### src/design/mpdp_pkg.sv
// Package for the mixed-precision packed dot product unit.
// Holds the request and result payload types, width codes and configuration indexes.
// No dependencies; every other design file imports it.
`timescale 1ns / 1ps

package mpdp_pkg;

  localparam int WORD_BITS_DEF  = 64;
  localparam int SUM_BITS       = 32;
  localparam int FIELD_BITS     = 64;
  localparam int COUNT_BITS     = 6;
  localparam int SEL_BITS       = 2;
  localparam int CFG_INDEX_BITS = 1;
  localparam int GROUP_LANES    = 8;

  // Element width codes shared by both vectors.
  typedef enum logic [SEL_BITS-1:0] {
    W16 = 2'd0,
    W8  = 2'd1,
    W4  = 2'd2,
    W2  = 2'd3
  } width_sel_t;

  localparam logic [CFG_INDEX_BITS-1:0] CFG_A_WIDTH = 1'b0;
  localparam logic [CFG_INDEX_BITS-1:0] CFG_B_WIDTH = 1'b1;

  typedef struct packed {
    logic [FIELD_BITS-1:0] a_word;
    logic [FIELD_BITS-1:0] b_word;
    logic [COUNT_BITS-1:0] valid_count;
    logic                  last_word;
  } in_req_t;

  typedef struct packed {
    logic signed [SUM_BITS-1:0] dot_sum;
    logic                       bad_mode;
  } out_res_t;

  // Control that travels with a word through the lane stage.
  typedef struct packed {
    logic valid;
    logic last;
    logic bad;
  } stage_ctrl_t;

endpackage

### src/design/mpdp_merge.sv
// Merging stage: adds lane products in registered groups of eight, then folds
// the group sums into the running sum and holds the result register. Uses mpdp_pkg.
`timescale 1ns / 1ps

module mpdp_merge import mpdp_pkg::*; #(
  parameter int NUM_LANES = WORD_BITS_DEF / 2
) (
  input  logic                       clk,
  input  logic                       rst,
  input  logic signed [SUM_BITS-1:0] prod [NUM_LANES],
  input  stage_ctrl_t                s1,
  output logic                       s2_free,
  output logic                       res_valid,
  input  logic                       res_ready,
  output out_res_t                   res
);

  localparam int NUM_GROUPS = (NUM_LANES + GROUP_LANES - 1) / GROUP_LANES;

  logic [SUM_BITS-1:0] part      [NUM_GROUPS];
  logic [SUM_BITS-1:0] part_q    [NUM_GROUPS];
  stage_ctrl_t         s2;
  logic [SUM_BITS-1:0] acc;
  logic                err_seen;
  logic [SUM_BITS-1:0] total;
  logic                err_total;
  logic                out_free;
  logic                acc_go;

  always_comb begin
    for (int g = 0; g < NUM_GROUPS; g++) begin
      part[g] = '0;
      for (int k = 0; k < GROUP_LANES; k++) begin
        if (g * GROUP_LANES + k < NUM_LANES) begin
          part[g] = part[g] + prod[g * GROUP_LANES + k];
        end
      end
    end
  end

  always_comb begin
    total = acc;
    for (int g = 0; g < NUM_GROUPS; g++) begin
      total = total + part_q[g];
    end
  end

  assign err_total = err_seen | s2.bad;
  assign out_free  = !res_valid || res_ready;
  // A last word may only fold in when the result register can take it.
  assign acc_go    = s2.valid && (!s2.last || out_free);
  assign s2_free   = !s2.valid || acc_go;

  always_ff @(posedge clk) begin
    if (s2_free) begin
      part_q <= part;
      s2.last <= s1.last;
      s2.bad  <= s1.bad;
    end
    if (rst) begin
      s2.valid <= 1'b0;
    end else if (s2_free) begin
      s2.valid <= s1.valid;
    end
  end

  always_ff @(posedge clk) begin
    if (rst) begin
      acc       <= '0;
      err_seen  <= 1'b0;
      res_valid <= 1'b0;
    end else begin
      if (res_valid && res_ready) begin
        res_valid <= 1'b0;
      end
      if (acc_go) begin
        if (s2.last) begin
          res_valid <= 1'b1;
          acc       <= '0;
          err_seen  <= 1'b0;
        end else begin
          acc      <= total;
          err_seen <= err_total;
        end
      end
    end
  end

  always_ff @(posedge clk) begin
    if (acc_go && s2.last) begin
      res.dot_sum  <= total;
      res.bad_mode <= err_total;
    end
  end

endmodule
### config.mk
export PLATFORM = sky130hd
export DESIGN_NAME = mpdp_merge
export DESIGN_NICKNAME = d
export VERILOG_FILES = /design/src/design/mpdp_pkg.sv /design/src/design/mpdp_merge.sv
export SDC_FILE = /design/constraint.sdc
export NUM_CORES = 2
export LEC_CHECK = 0
export ABC_AREA = 1
export BUFFER_PORTS_ARGS = -buffer_cell sky130_fd_sc_hd__buf_2
export CAP_MARGIN = 10
export CORE_AREA = 2 2 413 415
export CTS_CLUSTER_SIZE = 30
export DETAILED_ROUTE_END_ITERATION = 6
export DIE_AREA = 0 0 415 417
export GPL_ROUTABILITY_DRIVEN = 0
export GPL_TIMING_DRIVEN = 0
export PLACE_DENSITY = 0.53
export SYNTH_ARGS = -nofsm -noshare
export SYNTH_HDL_FRONTEND = slang
export SYNTH_SLANG_ARGS = --single-unit
### constraint.sdc
create_clock -name clk -period 11.3 [get_ports clk]
set_clock_uncertainty 0.05 [all_clocks]
set_input_delay 1.13 -clock clk [delete_from_list [all_inputs] [get_ports clk]]
set_output_delay 1.13 -clock clk [all_outputs]
set_load 0.1 [all_outputs]
# Word level (Yosys, flattened, before mapping)
# Index checks and enable logic that the tools add are counted.
# W data, S select, Z words.
dict set report word_totals {
  register_bits 198
  in_bits 1030
  output_inout_bits 35
  word_cells 59
}
dict set report op_classes {
  add_sub_neg 32
  n_mux 5
  bitwise 1
  reduce_logical 9
}
# op n
set ops {}
lappend ops {{$add A32 B32 Y32} 32}
lappend ops {{$mux W32} 1}
lappend ops {{$mux W1} 4}
lappend ops {{$logic_and A1 B1 Y1} 3}
lappend ops {{$logic_not A1 Y1} 3}
lappend ops {{$logic_or A1 B1 Y1} 3}
lappend ops {{$or A1 B1 Y1} 1}

# Depth between registers and ports, before layout
dict set report depth {
  word_depth 7
  ltp_mapped 21
  ltp_nobuf 21
}

# Worst setup path before layout
# OpenSTA, ideal clock, no wires.
dict set report synth_timing {
  path_kind {input to register}
  startpoint {input res_ready}
  endpoint {register part_q[0] in the netlist's numbering (enable)}
  setup_time_ns 1.744
  t_arrival_ns 4.931
  required_ns 9.506
  slack_ns 4.575
  path_stages 2
  path_buffers 0
  path_cell_list {nor2_1 -> nand3_1}
}
dict set report synth_between {
  elab_chain_cells 4
}
# element line
set synth_lines {}
lappend synth_lines {{start: declaration} mpdp_merge.sv:14} ;# input logic res_ready,
lappend synth_lines {{$logic_or A1 B1 Y1} mpdp_merge.sv:49} ;# assign out_free = !res_valid || res_ready;
lappend synth_lines {{$logic_or A1 B1 Y1} mpdp_merge.sv:51} ;# assign acc_go = s2.valid && (!s2.last || out_free);
lappend synth_lines {{$logic_and A1 B1 Y1} mpdp_merge.sv:51}
lappend synth_lines {{$logic_or A1 B1 Y1} mpdp_merge.sv:52} ;# assign s2_free = !s2.valid || acc_go;
lappend synth_lines {{net s2_free} mpdp_merge.sv:12} ;# output logic s2_free,
lappend synth_lines {{end signal: assignment} mpdp_merge.sv:56} ;# part_q <= part;
lappend synth_lines {{end: declaration} mpdp_merge.sv:21} ;# logic [SUM_BITS-1:0] part_q [NUM_GROUPS];
# The timed path passes the listed nets, and every way through them passes these cells.
# A chain may end at the register's enable or synchronous reset.

==> results.py <==
metrics = {
    "outcome": {
        "outcome": "finished clean",
    },
    "grt": {
        "global_route_wire_length_before_repair_mm": 224.1,
        "pin_count_of_the_biggest_net_entering_global_routing": 63,
        "grt_use_total_pct": 17.86,
        "grt.overflow.total": 0,
        "antenna_found_initial": 80,
        "grt_pass1_vias": 34710,
    },
    "synthesis": {
        "yosysUniqueCellTypes": 43,
        "ys_ff_latch": 198,
        "synthesis.area_per_instance_um2": 8.424,
        "synth_fp_nets": 6659,
        "syn_inst": 4645,
        "yosys.cell_count.top_type": "inv_1",
        "dominantRegCellSynth": "edfxtp_1",
        "synthesis.area_mm2": 0.03913,
        "synth.yosys.seq_area_share_pct": 14.30,
        "yosysTopAreaCellShare_pct": 42.16,
        "synth_top_cells_by_area": "fa_1 42%, inv_1 19%, edfxtp_1 13%",
        "proportion_of_synthesized_flip_flops_having_asynchronous_set_or_reset_pct": 0,
        "netlist.top_cell.by_area": "fa_1",
        "yosysWarningCount": 0,
        "edff_count_synth": 163,
        "synth_common_cells": "1941 x inv_1, 824 x fa_1, 559 x nand2_1",
    },
    "placed_design": {
        "port-buffer-count": 1063,
        "dpl.cell_count": 7928,
        "detailed_place_hpwl_mm": 147.0,
    },
    "routing": {
        "routed_wire_length_per_instance_um": 19.36,
        "drt_wl_total_mm": 154.8,
        "dr.first_iter.drc_count": 1808,
        "drc": 0,
        "routed_vias": 32570,
        "drt-vias-per-instance": 4.072,
        "drt_pass1_iterations": 7,
        "drtAntennaViolNets": 0,
    },
    "clocking": {
        "cts_sinks": 198,
        "clock_tree.htree_level_count": 4,
        "postCtsHoldBufs": 0,
        "cts_tree": "built",
        "cts_made_buffers": 17,
        "cts.repair_timing.setup_buffer_count": 0,
        "post_cts_resized": 0,
        "clk_path_buf_depth": 2,
        "worst_skew_pair.late_latency_ps": 480,
        "ctsRootBufferMaster": "clkbuf_16",
        "clock_transition_at_path_regs_ps": 80,
    },
    "cells_and_area": {
        "num-nets-final": 7743,
        "finish.cell_count_without_fillers": 7998,
        "syn2layout_area_growth_pct": 22.62,
        "post_route_cells_drive_above_1_share_pct": 20.18,
    },
    "die": {
        "i_o_pin_count": 1065,
        "floorplan.die_area_mm2": 0.1731,
        "die_h_um": 417,
        "effective_utilization_at_floorplan_pct": 23.22,
        "die_width_um": 415,
        "design.core.area_mm2": 0.1685,
        "fp-row-count": 151,
    },
    "worst_setup_path": {
        "timing.reg2reg.setup_slack_ps": 7270,
        "worst_r2r_endpoint": "res[18]$_DFFE_PP_",
        "worst_setup_path_start_kind": "input pin",
        "critPathArrivalTime_ps": 5930,
        "cp-startpoint": "prod[609]",
        "worstSetupEndpoint": "part_q[78]$_DFFE_PP_",
        "timing.setup.critical_path_class": "input pin to register",
        "crit_path_end_kind": "register",
        "critPathRequiredTime_ps": 11440,
        "regToRegStartpoint": "part_q[65]$_DFFE_PP_",
        "ff2ff_path_depth": 16,
        "timing.critical_path.fanout_max": 3,
    },
    "sta": {
        "period_minus_slack_ps": 5787,
        "finalCritPeriodShare_pct": 51.21,
        "rsz0062_at_grt": "false",
        "timing.fmax_mhz": 172.8,
        "finalHoldViolations": 0,
        "setup_total_negative_slack_ps": 0,
        "tightestPinTransition_ps": 918.6,
        "final-max-slew-violation-count": 0,
        "hold_ws_ps": 417.3,
        "setup-violations-final": 0,
        "slew-limit-headroom_pct": 38.35,
    },
    "hold_path": {
        "holdCritStartpoint": "acc[2]$_SDFFE_PP0P_",
        "hold_path_class": "register to register",
    },
    "flow_run": {
        "timing.max_cap.violations": 0,
    },
}
[how the worst min path moves through the flow]
| stage | endpoint | slack [ps] | depth (start not counted) |
|---|---|---|---|
| floorplan | acc[3]$_SDFFE_PP0P_ | 390 | 2 |
| global placement | acc[1]$_SDFFE_PP0P_ | 400 | 2 |
| detailed placement | acc[2]$_SDFFE_PP0P_ | 410 | 2 |
| CTS | acc[2]$_SDFFE_PP0P_ | 420 | 2 |
| global route | acc[2]$_SDFFE_PP0P_ | 440 | 2 |
| finish | acc[2]$_SDFFE_PP0P_ | 420 | 2 |
[routing by layer]
metal	share of wire, %	up-vias	routed length, µm	GRT usage (%)
met1	41	16090	63590	22.36
met4	2.6	28	4014	3.953
met5	0.12	-	192	0
met2	49	1068	76500	31.23
met3	6.8	165	10510	3.979
li1	-	15220	-	-
[layout make-up]
cell class	count	area (µm²)
diodes	38	95.09
well taps	2218	2775
multi-input cells	2488	26190
inverters	1949	7316
fillers	18360	120500
flip-flops and latches	198	5595
clock inverters	14	162.7
repair buffers	1065	5375
clock buffers	18	429.2
plain buffers	10	43.79
[cells in the final DEF (no fill, tap or decap), types with 6 or more instances in the layout]
cell,Yosys,final
inv_1,1941,1940
buf_2,5,1068
fa_1,824,824
nand2_1,559,559
a21oi_1,197,197
nor2_1,171,171
edfxtp_1,163,163
ha_1,160,160
nand3_1,130,129
xor2_1,92,92
xnor2_1,59,59
o21ai_0,57,57
diode_2,0,38
dfxtp_1,35,35
nand4_1,32,32
o21bai_1,32,32
nor3_1,24,24
a21o_1,20,20
and2_1,19,19
clkbuf_16,0,17
a21boi_0,13,13
nand2_2,11,11
o21ai_2,11,11
o21ai_1,11,11
nand3b_1,10,10
o211ai_1,10,10
inv_2,8,9
o21a_1,7,7
nand3_2,6,6
[stage by stage]
| step | area [µm²] | util (%) | setup slack [ps] |
|---|---|---|---|
| global route | 47920 | 28.43 | 5188 |
| detailed placement | 47290 | 28.06 | 4868 |
| finish | 47980 | 28.47 | 5513 |
| floorplan | 39130 | - | 4575 |
| CTS | 47880 | 28.41 | 5339 |
| global placement | 47230 | 28.02 | 2137 |
[kinds of logic (layout without fill, tap and decap cells)]
logic type	Yosys count	count (layout)	share of synthesized area, %
xor gates and xnor gates	152	152	3.421
and+or+nand+nor	984	984	10.78
AOI/OAI and AO/OA	368	368	5.423
buffers and inverters	1959	3056	18.81
DFF	198	198	14.30
other	0	38	0
adders and majority gates	984	984	47.27
[registers in the layout (all words and copies together) (netlist names)]
name / flops
part_q: 128
err_seen: 1
res_valid: 1
res: 33
s2: 3
acc: 32
[worst max-delay path, stage by stage]
cell	delay, ps
buf_2	80
inv_1	40
fa_1	520
fa_1	520
inv_1	110
fa_1	590
inv_1	60
fa_1	470
inv_1	90
ha_1	340
inv_1	170
fa_1	470
inv_1	110
nand3_1	70
nand2_1	140
a21oi_1	170
o21ai_1	320
xor2_1	520
Power is left out: the tool's default activity adds up to more than one toggle a clock period on the data nets, which glitch-free logic cannot reach.
