## src/design/mpdp_pkg.sv

```systemverilog
// Package for the mixed-precision packed dot product unit.
// Holds the request and result payload types, width codes and configuration indexes.
// No dependencies; every other design file imports it.
`timescale 1ns / 1ps

package mpdp_pkg;

  localparam int WORD_BITS_DEF  = 64;
  localparam int SUM_BITS       = 32;
  localparam int FIELD_BITS     = 64;
  localparam int COUNT_BITS     = 6;
  localparam int SEL_BITS       = 2;
  localparam int CFG_INDEX_BITS = 1;
  localparam int GROUP_LANES    = 8;

  // Element width codes shared by both vectors.
  typedef enum logic [SEL_BITS-1:0] {
    W16 = 2'd0,
    W8  = 2'd1,
    W4  = 2'd2,
    W2  = 2'd3
  } width_sel_t;

  localparam logic [CFG_INDEX_BITS-1:0] CFG_A_WIDTH = 1'b0;
  localparam logic [CFG_INDEX_BITS-1:0] CFG_B_WIDTH = 1'b1;

  typedef struct packed {
    logic [FIELD_BITS-1:0] a_word;
    logic [FIELD_BITS-1:0] b_word;
    logic [COUNT_BITS-1:0] valid_count;
    logic                  last_word;
  } in_req_t;

  typedef struct packed {
    logic signed [SUM_BITS-1:0] dot_sum;
    logic                       bad_mode;
  } out_res_t;

  // Control that travels with a word through the lane stage.
  typedef struct packed {
    logic valid;
    logic last;
    logic bad;
  } stage_ctrl_t;

endpackage

```

## src/design/mpdp_lane.sv

```systemverilog
// One multiply lane: picks element i of a and b at the configured widths,
// sign-extends both to 16 bits and registers their product. Uses mpdp_pkg.
`timescale 1ns / 1ps

module mpdp_lane import mpdp_pkg::*; (
  input  logic                       clk,
  input  logic                       en,
  input  logic                       lane_on,
  input  width_sel_t                 a_sel,
  input  width_sel_t                 b_sel,
  input  logic [15:0]                a16,
  input  logic [7:0]                 a8,
  input  logic [3:0]                 a4,
  input  logic [1:0]                 a2,
  input  logic [15:0]                b16,
  input  logic [7:0]                 b8,
  input  logic [3:0]                 b4,
  input  logic [1:0]                 b2,
  output logic signed [SUM_BITS-1:0] prod
);

  logic signed [15:0]         av;
  logic signed [15:0]         bv;
  logic signed [SUM_BITS-1:0] mul;

  always_comb begin
    unique case (a_sel)
      W16: av = a16;
      W8:  av = {{8{a8[7]}}, a8};
      W4:  av = {{12{a4[3]}}, a4};
      W2:  av = {{14{a2[1]}}, a2};
    endcase
  end

  always_comb begin
    unique case (b_sel)
      W16: bv = b16;
      W8:  bv = {{8{b8[7]}}, b8};
      W4:  bv = {{12{b4[3]}}, b4};
      W2:  bv = {{14{b2[1]}}, b2};
    endcase
  end

  assign mul = av * bv;

  always_ff @(posedge clk) begin
    if (en) begin
      prod <= lane_on ? mul : '0;
    end
  end

endmodule

```

## config.mk

```make
export PLATFORM = sky130hd
export DESIGN_NAME = mpdp_lane
export DESIGN_NICKNAME = d
export VERILOG_FILES = /design/src/design/mpdp_pkg.sv /design/src/design/mpdp_lane.sv
export SDC_FILE = /design/constraint.sdc
export NUM_CORES = 1
export LEC_CHECK = 0
export BUFFER_PORTS_ARGS = -buffer_cell sky130_fd_sc_hd__buf_4
export CAP_MARGIN = 20
export CELL_PAD_IN_SITES_DETAIL_PLACEMENT = 0
export CELL_PAD_IN_SITES_GLOBAL_PLACEMENT = 1
export CORE_MARGIN = 1
export CORE_UTILIZATION = 42
export CTS_BUF_LIST = sky130_fd_sc_hd__clkbuf_2
export DETAILED_ROUTE_END_ITERATION = 10
export GPL_ROUTABILITY_DRIVEN = 0
export PLACE_DENSITY = 0.77
export SLEW_MARGIN = 15
export SYNTH_ARGS = -nofsm -noshare
export SYNTH_HDL_FRONTEND = slang
export SYNTH_SLANG_ARGS = --single-unit
```

## constraint.sdc

```tcl
create_clock -name clk -period 19.35 [get_ports clk]
set_input_delay 3.87 -clock clk [delete_from_list [all_inputs] [get_ports clk]]
set_output_delay 3.87 -clock clk [all_outputs]
set_load 0.05 [all_outputs]
```

After elaboration in Yosys (flattened, before gate mapping)
Cells that the tools add are included.
Widths: inputs -> output; s select.
{"block": "word_totals", "output_inout_bits": 32, "word_cells": 12, "in_bits": 67, "ff_bits": 32}
{"block": "classes", "n_mul": 1, "n_eq_ne": 6, "n_mux": 2, "reduce_logical": 2}
{"operator": "$pmux 16 s4", "n": 2}
{"operator": "$mul 16x16->32", "n": 1}
{"operator": "$eq 2x2->1 const B", "n": 4}
{"operator": "$eq 2x1->1 const B", "n": 2}
{"operator": "$logic_not 2->1", "n": 2}

Longest topological paths before layout
Gate-level depths: netlist of the first run.
{"block": "logic_depth", "word_depth": 3, "ltp_mapped": 27}

Worst setup path before layout of the first run
Ideal clock, no wire load.
{"block": "synth_timing", "kind": "input to register", "from": "input a_sel[1]", "to": "register prod[30], data pin", "cell_stages": 23, "t_arrival_ps": 10269, "setup_time_ps": 135, "n_path_buf": 2, "slack_ps": 8946, "cell_sequence": "clkbuf_1 -> nand2b_1 -> o21ai_0 -> a21oi_1 -> o21a_1 -> buf_2 -> nand2_1 -> fa_1 -> inv_1 -> fa_1 -> fa_1 -> fa_1 -> fa_1 -> inv_1 -> fa_1 -> inv_1 -> ha_1 -> a21oi_1 -> o21ai_0 -> a311oi_4 -> o21ai_2 -> or4_1 -> nand3_1"}
{"block": "synth_between", "elab_chain_cells": 3, "elab_cells_between_ends": 6, "classes_between": "mul: 1; eq/ne: 3; mux: 1; reduce/logical: 1"}
{"element": "start, declared", "line_no": "mpdp_lane.sv:9", "text": "input width_sel_t a_sel,"}
{"element": "$eq 2x2->1, or another cell as far along", "line_no": "mpdp_lane.sv:27", "text": "unique case (a_sel)"}
{"element": "$pmux 16 s4 *", "line_no": "mpdp_lane.sv:27"}
{"element": "$mul 16x16->32 *", "line_no": "mpdp_lane.sv:44", "text": "assign mul = av * bv;"}
{"element": "end signal, assigned", "line_no": "mpdp_lane.sv:48", "text": "prod <= lane_on ? mul : '0;"}
{"element": "end, declared", "line_no": "mpdp_lane.sv:19", "text": "output logic signed [SUM_BITS-1:0] prod"}
Every way passes the cells marked *; elsewhere a longest branch is shown, timed or not.
A chain may end at the register's enable or synchronous reset.

Worst setup path after layout of the first run
{"block": "layout_timing", "from": "input b_sel[1]", "to": "register prod[31], data pin"}
{"block": "layout_between", "elab_chain_cells": 3, "elab_cells_between_ends": 6, "classes_between": "mul: 1; eq/ne: 3; mux: 1; reduce/logical: 1"}
{"element": "start, declared", "line_no": "mpdp_lane.sv:10", "text": "input width_sel_t b_sel,"}
{"element": "$eq 2x2->1, or another cell as far along", "line_no": "mpdp_lane.sv:36", "text": "unique case (b_sel)"}
{"element": "$pmux 16 s4 *", "line_no": "mpdp_lane.sv:36"}
{"element": "$mul 16x16->32 *", "line_no": "mpdp_lane.sv:44"}
Marked as above.

==> flow_metrics.env, run 1 <==
export IMPL_top_register="prod"
export IMPL_synthToLayoutAreaGrowth_pct=9.94
export IMPL_die_w_um=167
export IMPL_critPathKind="in2reg"
export IMPL_dr_pass1_iters=5
export IMPL_antenna_cells=0
export IMPL_largest_registers="prod: 32 flops"
export IMPL_yosys_area_top_type="fa_1"
export IMPL_yosysMostFrequentCell="inv_1"
export IMPL_async_reset_ff_share_pct=0
export IMPL_die_height_um=167
export IMPL_fillers=2576
export IMPL_start_util_pct=43.3
export IMPL_synth_nets=1673
export IMPL_die_area_mm2=0.0278
export IMPL_synth_top_area_share_pct=46.0
export IMPL_drive_gt1_share_pct=10.7
export IMPL_ctsHoldBuffers=0
export IMPL_maxClockFrequency_mhz=93.1
export IMPL_crit_start="b_sel[1]"
export IMPL_clockBufferDepth=2
export IMPL_grt_max_degree=33
export IMPL_core_rowCount=59
export IMPL_via_count=8764
export IMPL_cts_tree="yes"
export IMPL_period_share_pct=55.5
export IMPL_multiInputGateArea_mm2=0.00921
export IMPL_drv_slew=0
export IMPL_setup_tns_final_ns=0
export IMPL_synth_xor_area_share_pct=1.84
export IMPL_arrival_ns=10.93
export IMPL_rsz0062_at_grt="false"
export IMPL_grt_overflow=0
export IMPL_viasPerCell=5.23
export IMPL_clkTransAtPathRegs_ns=0.19
export IMPL_hold_class="in2reg"
export IMPL_finalSetupViolCount=0
export IMPL_drc=0
export IMPL_yosys_area_share_simple_pct=12.9
export IMPL_antenna_found_initial=0
export IMPL_synthTopCellsByCount="288 x inv_1, 262 x fa_1, 181 x nor2_1"
export IMPL_synthTopCellsByArea="fa_1 46%, inv_1 9.5%, ha_1 9.0%"
export IMPL_grt_pass1_vias=9005
export IMPL_max_cap_viol_count=0
export IMPL_yosysWarnings=0
export IMPL_yosys_most_used_dff="edfxtp_1"
export IMPL_register_area_um2=961
export IMPL_outcome="completed"
export IMPL_yosysUniqueCellTypes=57
export IMPL_max_slew_worst_pin_slew_ns=1.10
export IMPL_wl_um=28900
export IMPL_synth_top_family_by_area="adder cells"
export IMPL_finalNetCount=1751
export IMPL_cts_setup_buffers=0
export IMPL_cp_max_fo=18
export IMPL_synth_edf_count=32
export IMPL_slew_headroom_pct=25.6
export IMPL_post_cts_resized=0
export IMPL_synth_compound_area_share_pct=9.71
export IMPL_drtIter0Drc=512
export IMPL_htreeDepth=2
export IMPL_yosysSeqAreaShare_pct=8.43
export IMPL_hold_start="en"
export IMPL_synth_seq_cells=32
export IMPL_ctsRootBufferMaster="clkbuf_2"
export IMPL_hold_violations=0
export IMPL_cp_end_kind="register"
export IMPL_io_buffers=98
export IMPL_finish_utilization_pct=47.6
export IMPL_largest_register_ffs=32
export IMPL_ant_nets=0
export IMPL_synthMuxAreaShare_pct=1.31
export IMPL_final_min_clock_period_ns=10.74
export IMPL_start_kind="input port"
export IMPL_synth_adder_area_share_pct=55.0
export IMPL_cts_made_buffers=5
export IMPL_grt_pass1_wl_um=47100
export IMPL_avgSynthCellArea_um2=9.04
export IMPL_synthCells=1262
export IMPL_core_mm2=0.0264
export IMPL_clock_sinks=32
export IMPL_worstPathRequired_ns=19.54
export IMPL_grtUsageTotal_pct=21.7
export IMPL_avgRoutedWirePerCell_um=17.2
export IMPL_hpwl_um=24700
export IMPL_syn_area_mm2=0.0114
export IMPL_io_pins=99
[critical path: stages]
cell      delay (ns)
buf_4           0.17
nand2b_1        0.20
o21ai_0         0.16
a21oi_2         0.58
o21a_1          0.57
nand2_1         0.14
fa_1            0.53
inv_1           0.05
fa_1            0.49
inv_1           0.05
fa_1            0.53
inv_1           0.06
fa_1            0.45
fa_1            0.49
inv_1           0.05
fa_1            0.47
inv_1           0.04
ha_1            0.34
and3_1          0.25
nand3_1         0.09
a211oi_1        0.47
nor2_1          0.19
o31ai_1         0.30
mux2_2          0.36
[layout make-up]
type / instances / share of cell area [%]
Clock buffer: 5 / 0.200
Clock inverter: 3 / 0.190
Tap cell: 335 / 3.34
Timing Repair Buffer: 109 / 6.49
Multi-Input combinational cell: 904 / 73.5
Sequential cell: 32 / 7.67
Inverter: 288 / 8.62
[kinds of logic (layout without fill, tap and decap cells)]
logic type,Yosys count,count (layout)
AOI/OAI and AO/OA,165,165
xor gates and xnor gates,24,24
adders and majority gates,344,344
buffers and inverters,326,405
DFF,32,32
muxes,14,14
and+or+nand+nor,357,357
[routing by layer]
| metal | track usage, % | routed length [um] | vias to the layer above |
|---|---|---|---|
| met2 | 37.3 | 14700 | 255 |
| met3 | 2.99 | 1550 | 45 |
| li1 | - | - | 4009 |
| met1 | 28.6 | 11700 | 4455 |
| met4 | 6.44 | 889 | 0 |
| met5 | 0 | 0 | - |
[path summary, 6_finish.rpt]
kind / end / depth (start not counted)
setup / recovery: prod[31] / 24
hold / removal: prod[28] / 1
[placed cells by master, fill, tap and decap left out, types with 3 or more instances in the layout]
cell	instances
o21ai_1	17
nand2_1	124
nand3_1	8
nand2b_1	14
mux2i_1	7
a31oi_1	5
xor2_1	4
buf_4	107
o21ai_0	40
or2_2	6
and2_1	5
inv_1	288
a21oi_1	21
o211ai_1	10
nor3_1	4
fa_1	262
a21o_1	10
o31ai_1	3
clkbuf_2	6
nor2_1	181
a211oi_1	3
edfxtp_1	32
xnor2_1	20
a221oi_1	3
mux2_2	7
ha_1	82
o21a_1	32
[stage by stage]
step	instance area (um^2)	worst slack, ns	cells	hold WS [ns]
after floorplan	11400	8.95	1262	3.98
after global placement	12500	7.81	1666	4.35
after detailed placement	12500	7.79	1666	4.35
after CTS	12500	8.23	1674	3.89
after global routing	12500	8.12	1676	3.87
final	12500	8.61	1676	3.91
Power of run 1 is left out: the tool's default activity adds up to more than one toggle a clock period on the data nets, which glitch-free logic cannot reach.
==> run 2, diff against run 1 <==
- clock period: 19.35 -> 10.6 ns (I/O delays scaled with it)
==> flow_metrics.env, run 2 (same netlist as run 1, synthesis figures left out) <==
export IMPL_outcome="completed"
export IMPL_max_slew_worst_pin_slew_ns=1.04
export IMPL_arrival_ns=9.24
export IMPL_io_pins=99
export IMPL_grt_overflow=0
export IMPL_period_share_pct=84.6
export IMPL_layout_commonest_cell="inv_1"
export IMPL_slew_headroom_pct=29.9
export IMPL_htreeDepth=2
export IMPL_viasPerCell=5.22
export IMPL_cts_setup_buffers=0
export IMPL_largest_registers="prod: 32 flops"
export IMPL_maxClockFrequency_mhz=112
export IMPL_ctsHoldBuffers=0
export IMPL_ant_nets=0
export IMPL_rsz0062_at_grt="false"
export IMPL_hpwl_um=25000
export IMPL_placed_area_mm2=0.0125
export IMPL_cp_num_buf_inv=5
export IMPL_grt_max_degree=33
export IMPL_drive_gt1_share_pct=10.9
export IMPL_drtIter0Drc=604
export IMPL_cp_end_kind="register"
export IMPL_die_w_um=167
export IMPL_critPathMaxStageDelay_ns=0.80
export IMPL_wl_um=28800
export IMPL_post_cts_resized=0
export IMPL_grt_pass1_wl_um=47200
export IMPL_layout_common_cells="288 x inv_1, 262 x fa_1, 181 x nor2_1"
export IMPL_largest_register_ffs=32
export IMPL_cts_made_buffers=5
export IMPL_hold_class="in2reg"
export IMPL_clkTransAtPathRegs_ns=0.21
export IMPL_core_rowCount=59
export IMPL_crit_chain="buf_4 > nand2b_1 > o21ai_0 > a21oi_1 > buf_4 > o21a_1 > nand2_1 > fa_1 > inv_1 > fa_1 > fa_1 > fa_1 > fa_1 > inv_1 > fa_1 > inv_1 > ha_1 > a21oi_1 > o21ai_0 > a311oi_4 > o21ai_2 > or4_1 > nand3_1"
export IMPL_die_height_um=167
export IMPL_finalSetupViolCount=0
export IMPL_clock_sinks=32
export IMPL_crit_slowest_cell="fa_1"
export IMPL_finalNetCount=1756
export IMPL_cpMostUsedCell="fa_1"
export IMPL_core_mm2=0.0264
export IMPL_start_kind="input port"
export IMPL_grt_pass1_vias=9059
export IMPL_io_buffers=98
export IMPL_avgRoutedWirePerCell_um=17.1
export IMPL_drc=0
export IMPL_clockBufferDepth=2
export IMPL_top_register="prod"
export IMPL_cts_tree="yes"
export IMPL_hold_violations=0
export IMPL_drv_slew=0
export IMPL_critPathKind="in2reg"
export IMPL_setup_tns_final_ns=0
export IMPL_cp_max_fo=18
export IMPL_synthToLayoutAreaGrowth_pct=10.2
export IMPL_design_area_mm2=0.0126
export IMPL_dr_pass1_iters=5
export IMPL_start_util_pct=43.3
export IMPL_path_delay_family="adder cells"
export IMPL_worstPathRequired_ns=10.87
export IMPL_ctsRootBufferMaster="clkbuf_2"
export IMPL_via_count=8782
export IMPL_grtUsageTotal_pct=21.7
export IMPL_die_area_mm2=0.0278
export IMPL_antenna_cells=0
export IMPL_final_min_clock_period_ns=8.97
export IMPL_antenna_found_initial=0
export IMPL_max_cap_viol_count=0
[run 2: layout make-up]
class,instances,area [um^2]
inverters,288,1080
flip-flops and latches,32,961
multi-input cells,904,9210
clock inverters,3,23.8
clock buffers,5,25.0
fillers,2588,13800
well taps,335,419
repair buffers,114,851
[run 2: path summary, 6_finish.rpt]
path,to,startpoint,depth (start not counted),slack (ns)
setup / recovery,prod[30],a_sel[1],23,1.63
hold / removal,prod[18],en,1,2.17
[run 2: routing by layer]
layer,share of wire (%),GRT usage (%)
met3,5.3,3.37
met2,51,37.0
met4,2.6,5.48
met1,41,28.7
met5,0,0
[run 2: stage by stage]
step | worst slack (ns) | cells | hold WS (ns) | util [%]
after floorplan | 1.95 | 1262 | 2.23 | -
after global placement | 1.35 | 1671 | 2.60 | 47.5
after detailed placement | 1.28 | 1671 | 2.60 | 47.5
after global routing | 1.30 | 1681 | 2.11 | 47.7
after CTS | 1.69 | 1679 | 2.15 | 47.7
final | 1.63 | 1681 | 2.17 | 47.7
Power of run 2 is left out for the same reason.
==> run 3, diff against run 2 <==
- clock period: 10.6 -> 9.2 ns (I/O delays scaled with it)
==> flow_metrics.env, run 3 (same netlist as run 1, synthesis figures left out) <==
export IMPL_period_share_pct=92.9
export IMPL_slew_headroom_pct=32.7
export IMPL_max_cap_viol_count=0
export IMPL_cp_max_fo=18
export IMPL_viasPerCell=5.12
export IMPL_clock_sinks=32
export IMPL_hold_violations=0
export IMPL_start_kind="input port"
export IMPL_grt_pass1_wl_um=47500
export IMPL_hold_class="in2reg"
export IMPL_io_pins=99
export IMPL_wl_um=28900
export IMPL_path_delay_family="adder cells"
export IMPL_core_mm2=0.0264
export IMPL_clkTransAtPathRegs_ns=0.20
export IMPL_layout_common_cells="288 x inv_1, 262 x fa_1, 181 x nor2_1"
export IMPL_via_count=8677
export IMPL_largest_register_ffs=32
export IMPL_outcome="completed"
export IMPL_cp_end_kind="register"
export IMPL_post_cts_resized=0
export IMPL_start_util_pct=43.3
export IMPL_worstPathRequired_ns=9.39
export IMPL_hold_start="en"
export IMPL_ctsHoldBuffers=0
export IMPL_drv_slew=0
export IMPL_die_w_um=167
export IMPL_maxClockFrequency_mhz=117
export IMPL_io_buffers=98
export IMPL_critPathKind="in2reg"
export IMPL_cpMostUsedCell="fa_1"
export IMPL_finalSetupViolCount=0
export IMPL_drc=0
export IMPL_dr_pass1_iters=5
export IMPL_cts_tree="yes"
export IMPL_top_register="prod"
export IMPL_avgRoutedWirePerCell_um=17.1
export IMPL_antenna_cells=0
export IMPL_grtUsageTotal_pct=21.9
export IMPL_die_area_mm2=0.0278
export IMPL_clockBufferDepth=2
export IMPL_largest_registers="prod: 32 flops"
export IMPL_drive_gt1_share_pct=11.8
export IMPL_min_path_cells=1
export IMPL_cp_num_buf_inv=8
export IMPL_layout_commonest_cell="inv_1"
export IMPL_antenna_found_initial=1
export IMPL_ant_nets=0
export IMPL_grt_max_degree=33
export IMPL_synthToLayoutAreaGrowth_pct=11.3
export IMPL_critPathMaxStageDelay_ns=0.56
export IMPL_max_slew_worst_pin_slew_ns=0.999
export IMPL_final_min_clock_period_ns=8.55
export IMPL_grt_pass1_vias=9116
export IMPL_crit_slowest_cell="fa_1"
export IMPL_ctsRootBufferMaster="clkbuf_2"
export IMPL_hpwl_um=25200
export IMPL_hold_end="prod[29]"
export IMPL_arrival_ns=8.73
export IMPL_fillers=2574
export IMPL_drtIter0Drc=609
export IMPL_rsz0062_at_grt="false"
export IMPL_core_rowCount=59
export IMPL_die_height_um=167
export IMPL_cts_setup_buffers=0
export IMPL_finalNetCount=1769
export IMPL_htreeDepth=2
export IMPL_setup_tns_final_ns=0
export IMPL_cts_made_buffers=5
export IMPL_grt_overflow=0
[run 3: routing by layer]
layer,wire length (um),GRT usage [%],vias up
li1,-,-,4045
met1,12100,29.3,4369
met2,14700,37.7,225
met3,1490,3.21,36
met4,619,4.51,2
met5,11,0,-
[run 3: worst max path at each step]
stage	from	endpoint	slack (ns)	depth (start not counted)
2_1_floorplan	a_sel[1]	prod[30]	0.83	23
3_3_place_gp	b_sel[1]	prod[31]	0.27	23
3_5_place_dp	b_sel[1]	prod[31]	0.26	26
4_1_cts	b_sel[1]	prod[31]	0.71	23
5_1_grt	a_sel[1]	prod[28]	0.39	24
6_report	b_sel[1]	prod[31]	0.65	26
[run 3: final cells by class]
cell class                 instances  area, um^2  area share (%)
multi-input combinational        904        9210            72.5
inverter                         288        1080            8.52
timing repair buffer             127         953            7.51
clock buffer                       5        25.0           0.197
sequential                        32         961            7.57
tap                              335         419            3.30
clock inverter                     3        46.3           0.365
[run 3: per-stage QoR]
| step | setup slack (ns) | hold slack (ns) | cells | util (%) | instance area, um^2 |
|---|---|---|---|---|---|
| after floorplan | 0.826 | 1.95 | 1262 | - | 11400 |
| after global placement | 0.274 | 2.31 | 1686 | 47.9 | 12600 |
| after detailed placement | 0.264 | 2.31 | 1686 | 47.9 | 12600 |
| after CTS | 0.714 | 1.86 | 1694 | 48.2 | 12700 |
| after global routing | 0.392 | 1.85 | 1694 | 48.2 | 12700 |
| final | 0.654 | 1.87 | 1694 | 48.2 | 12700 |
Power of run 3 is left out for the same reason.
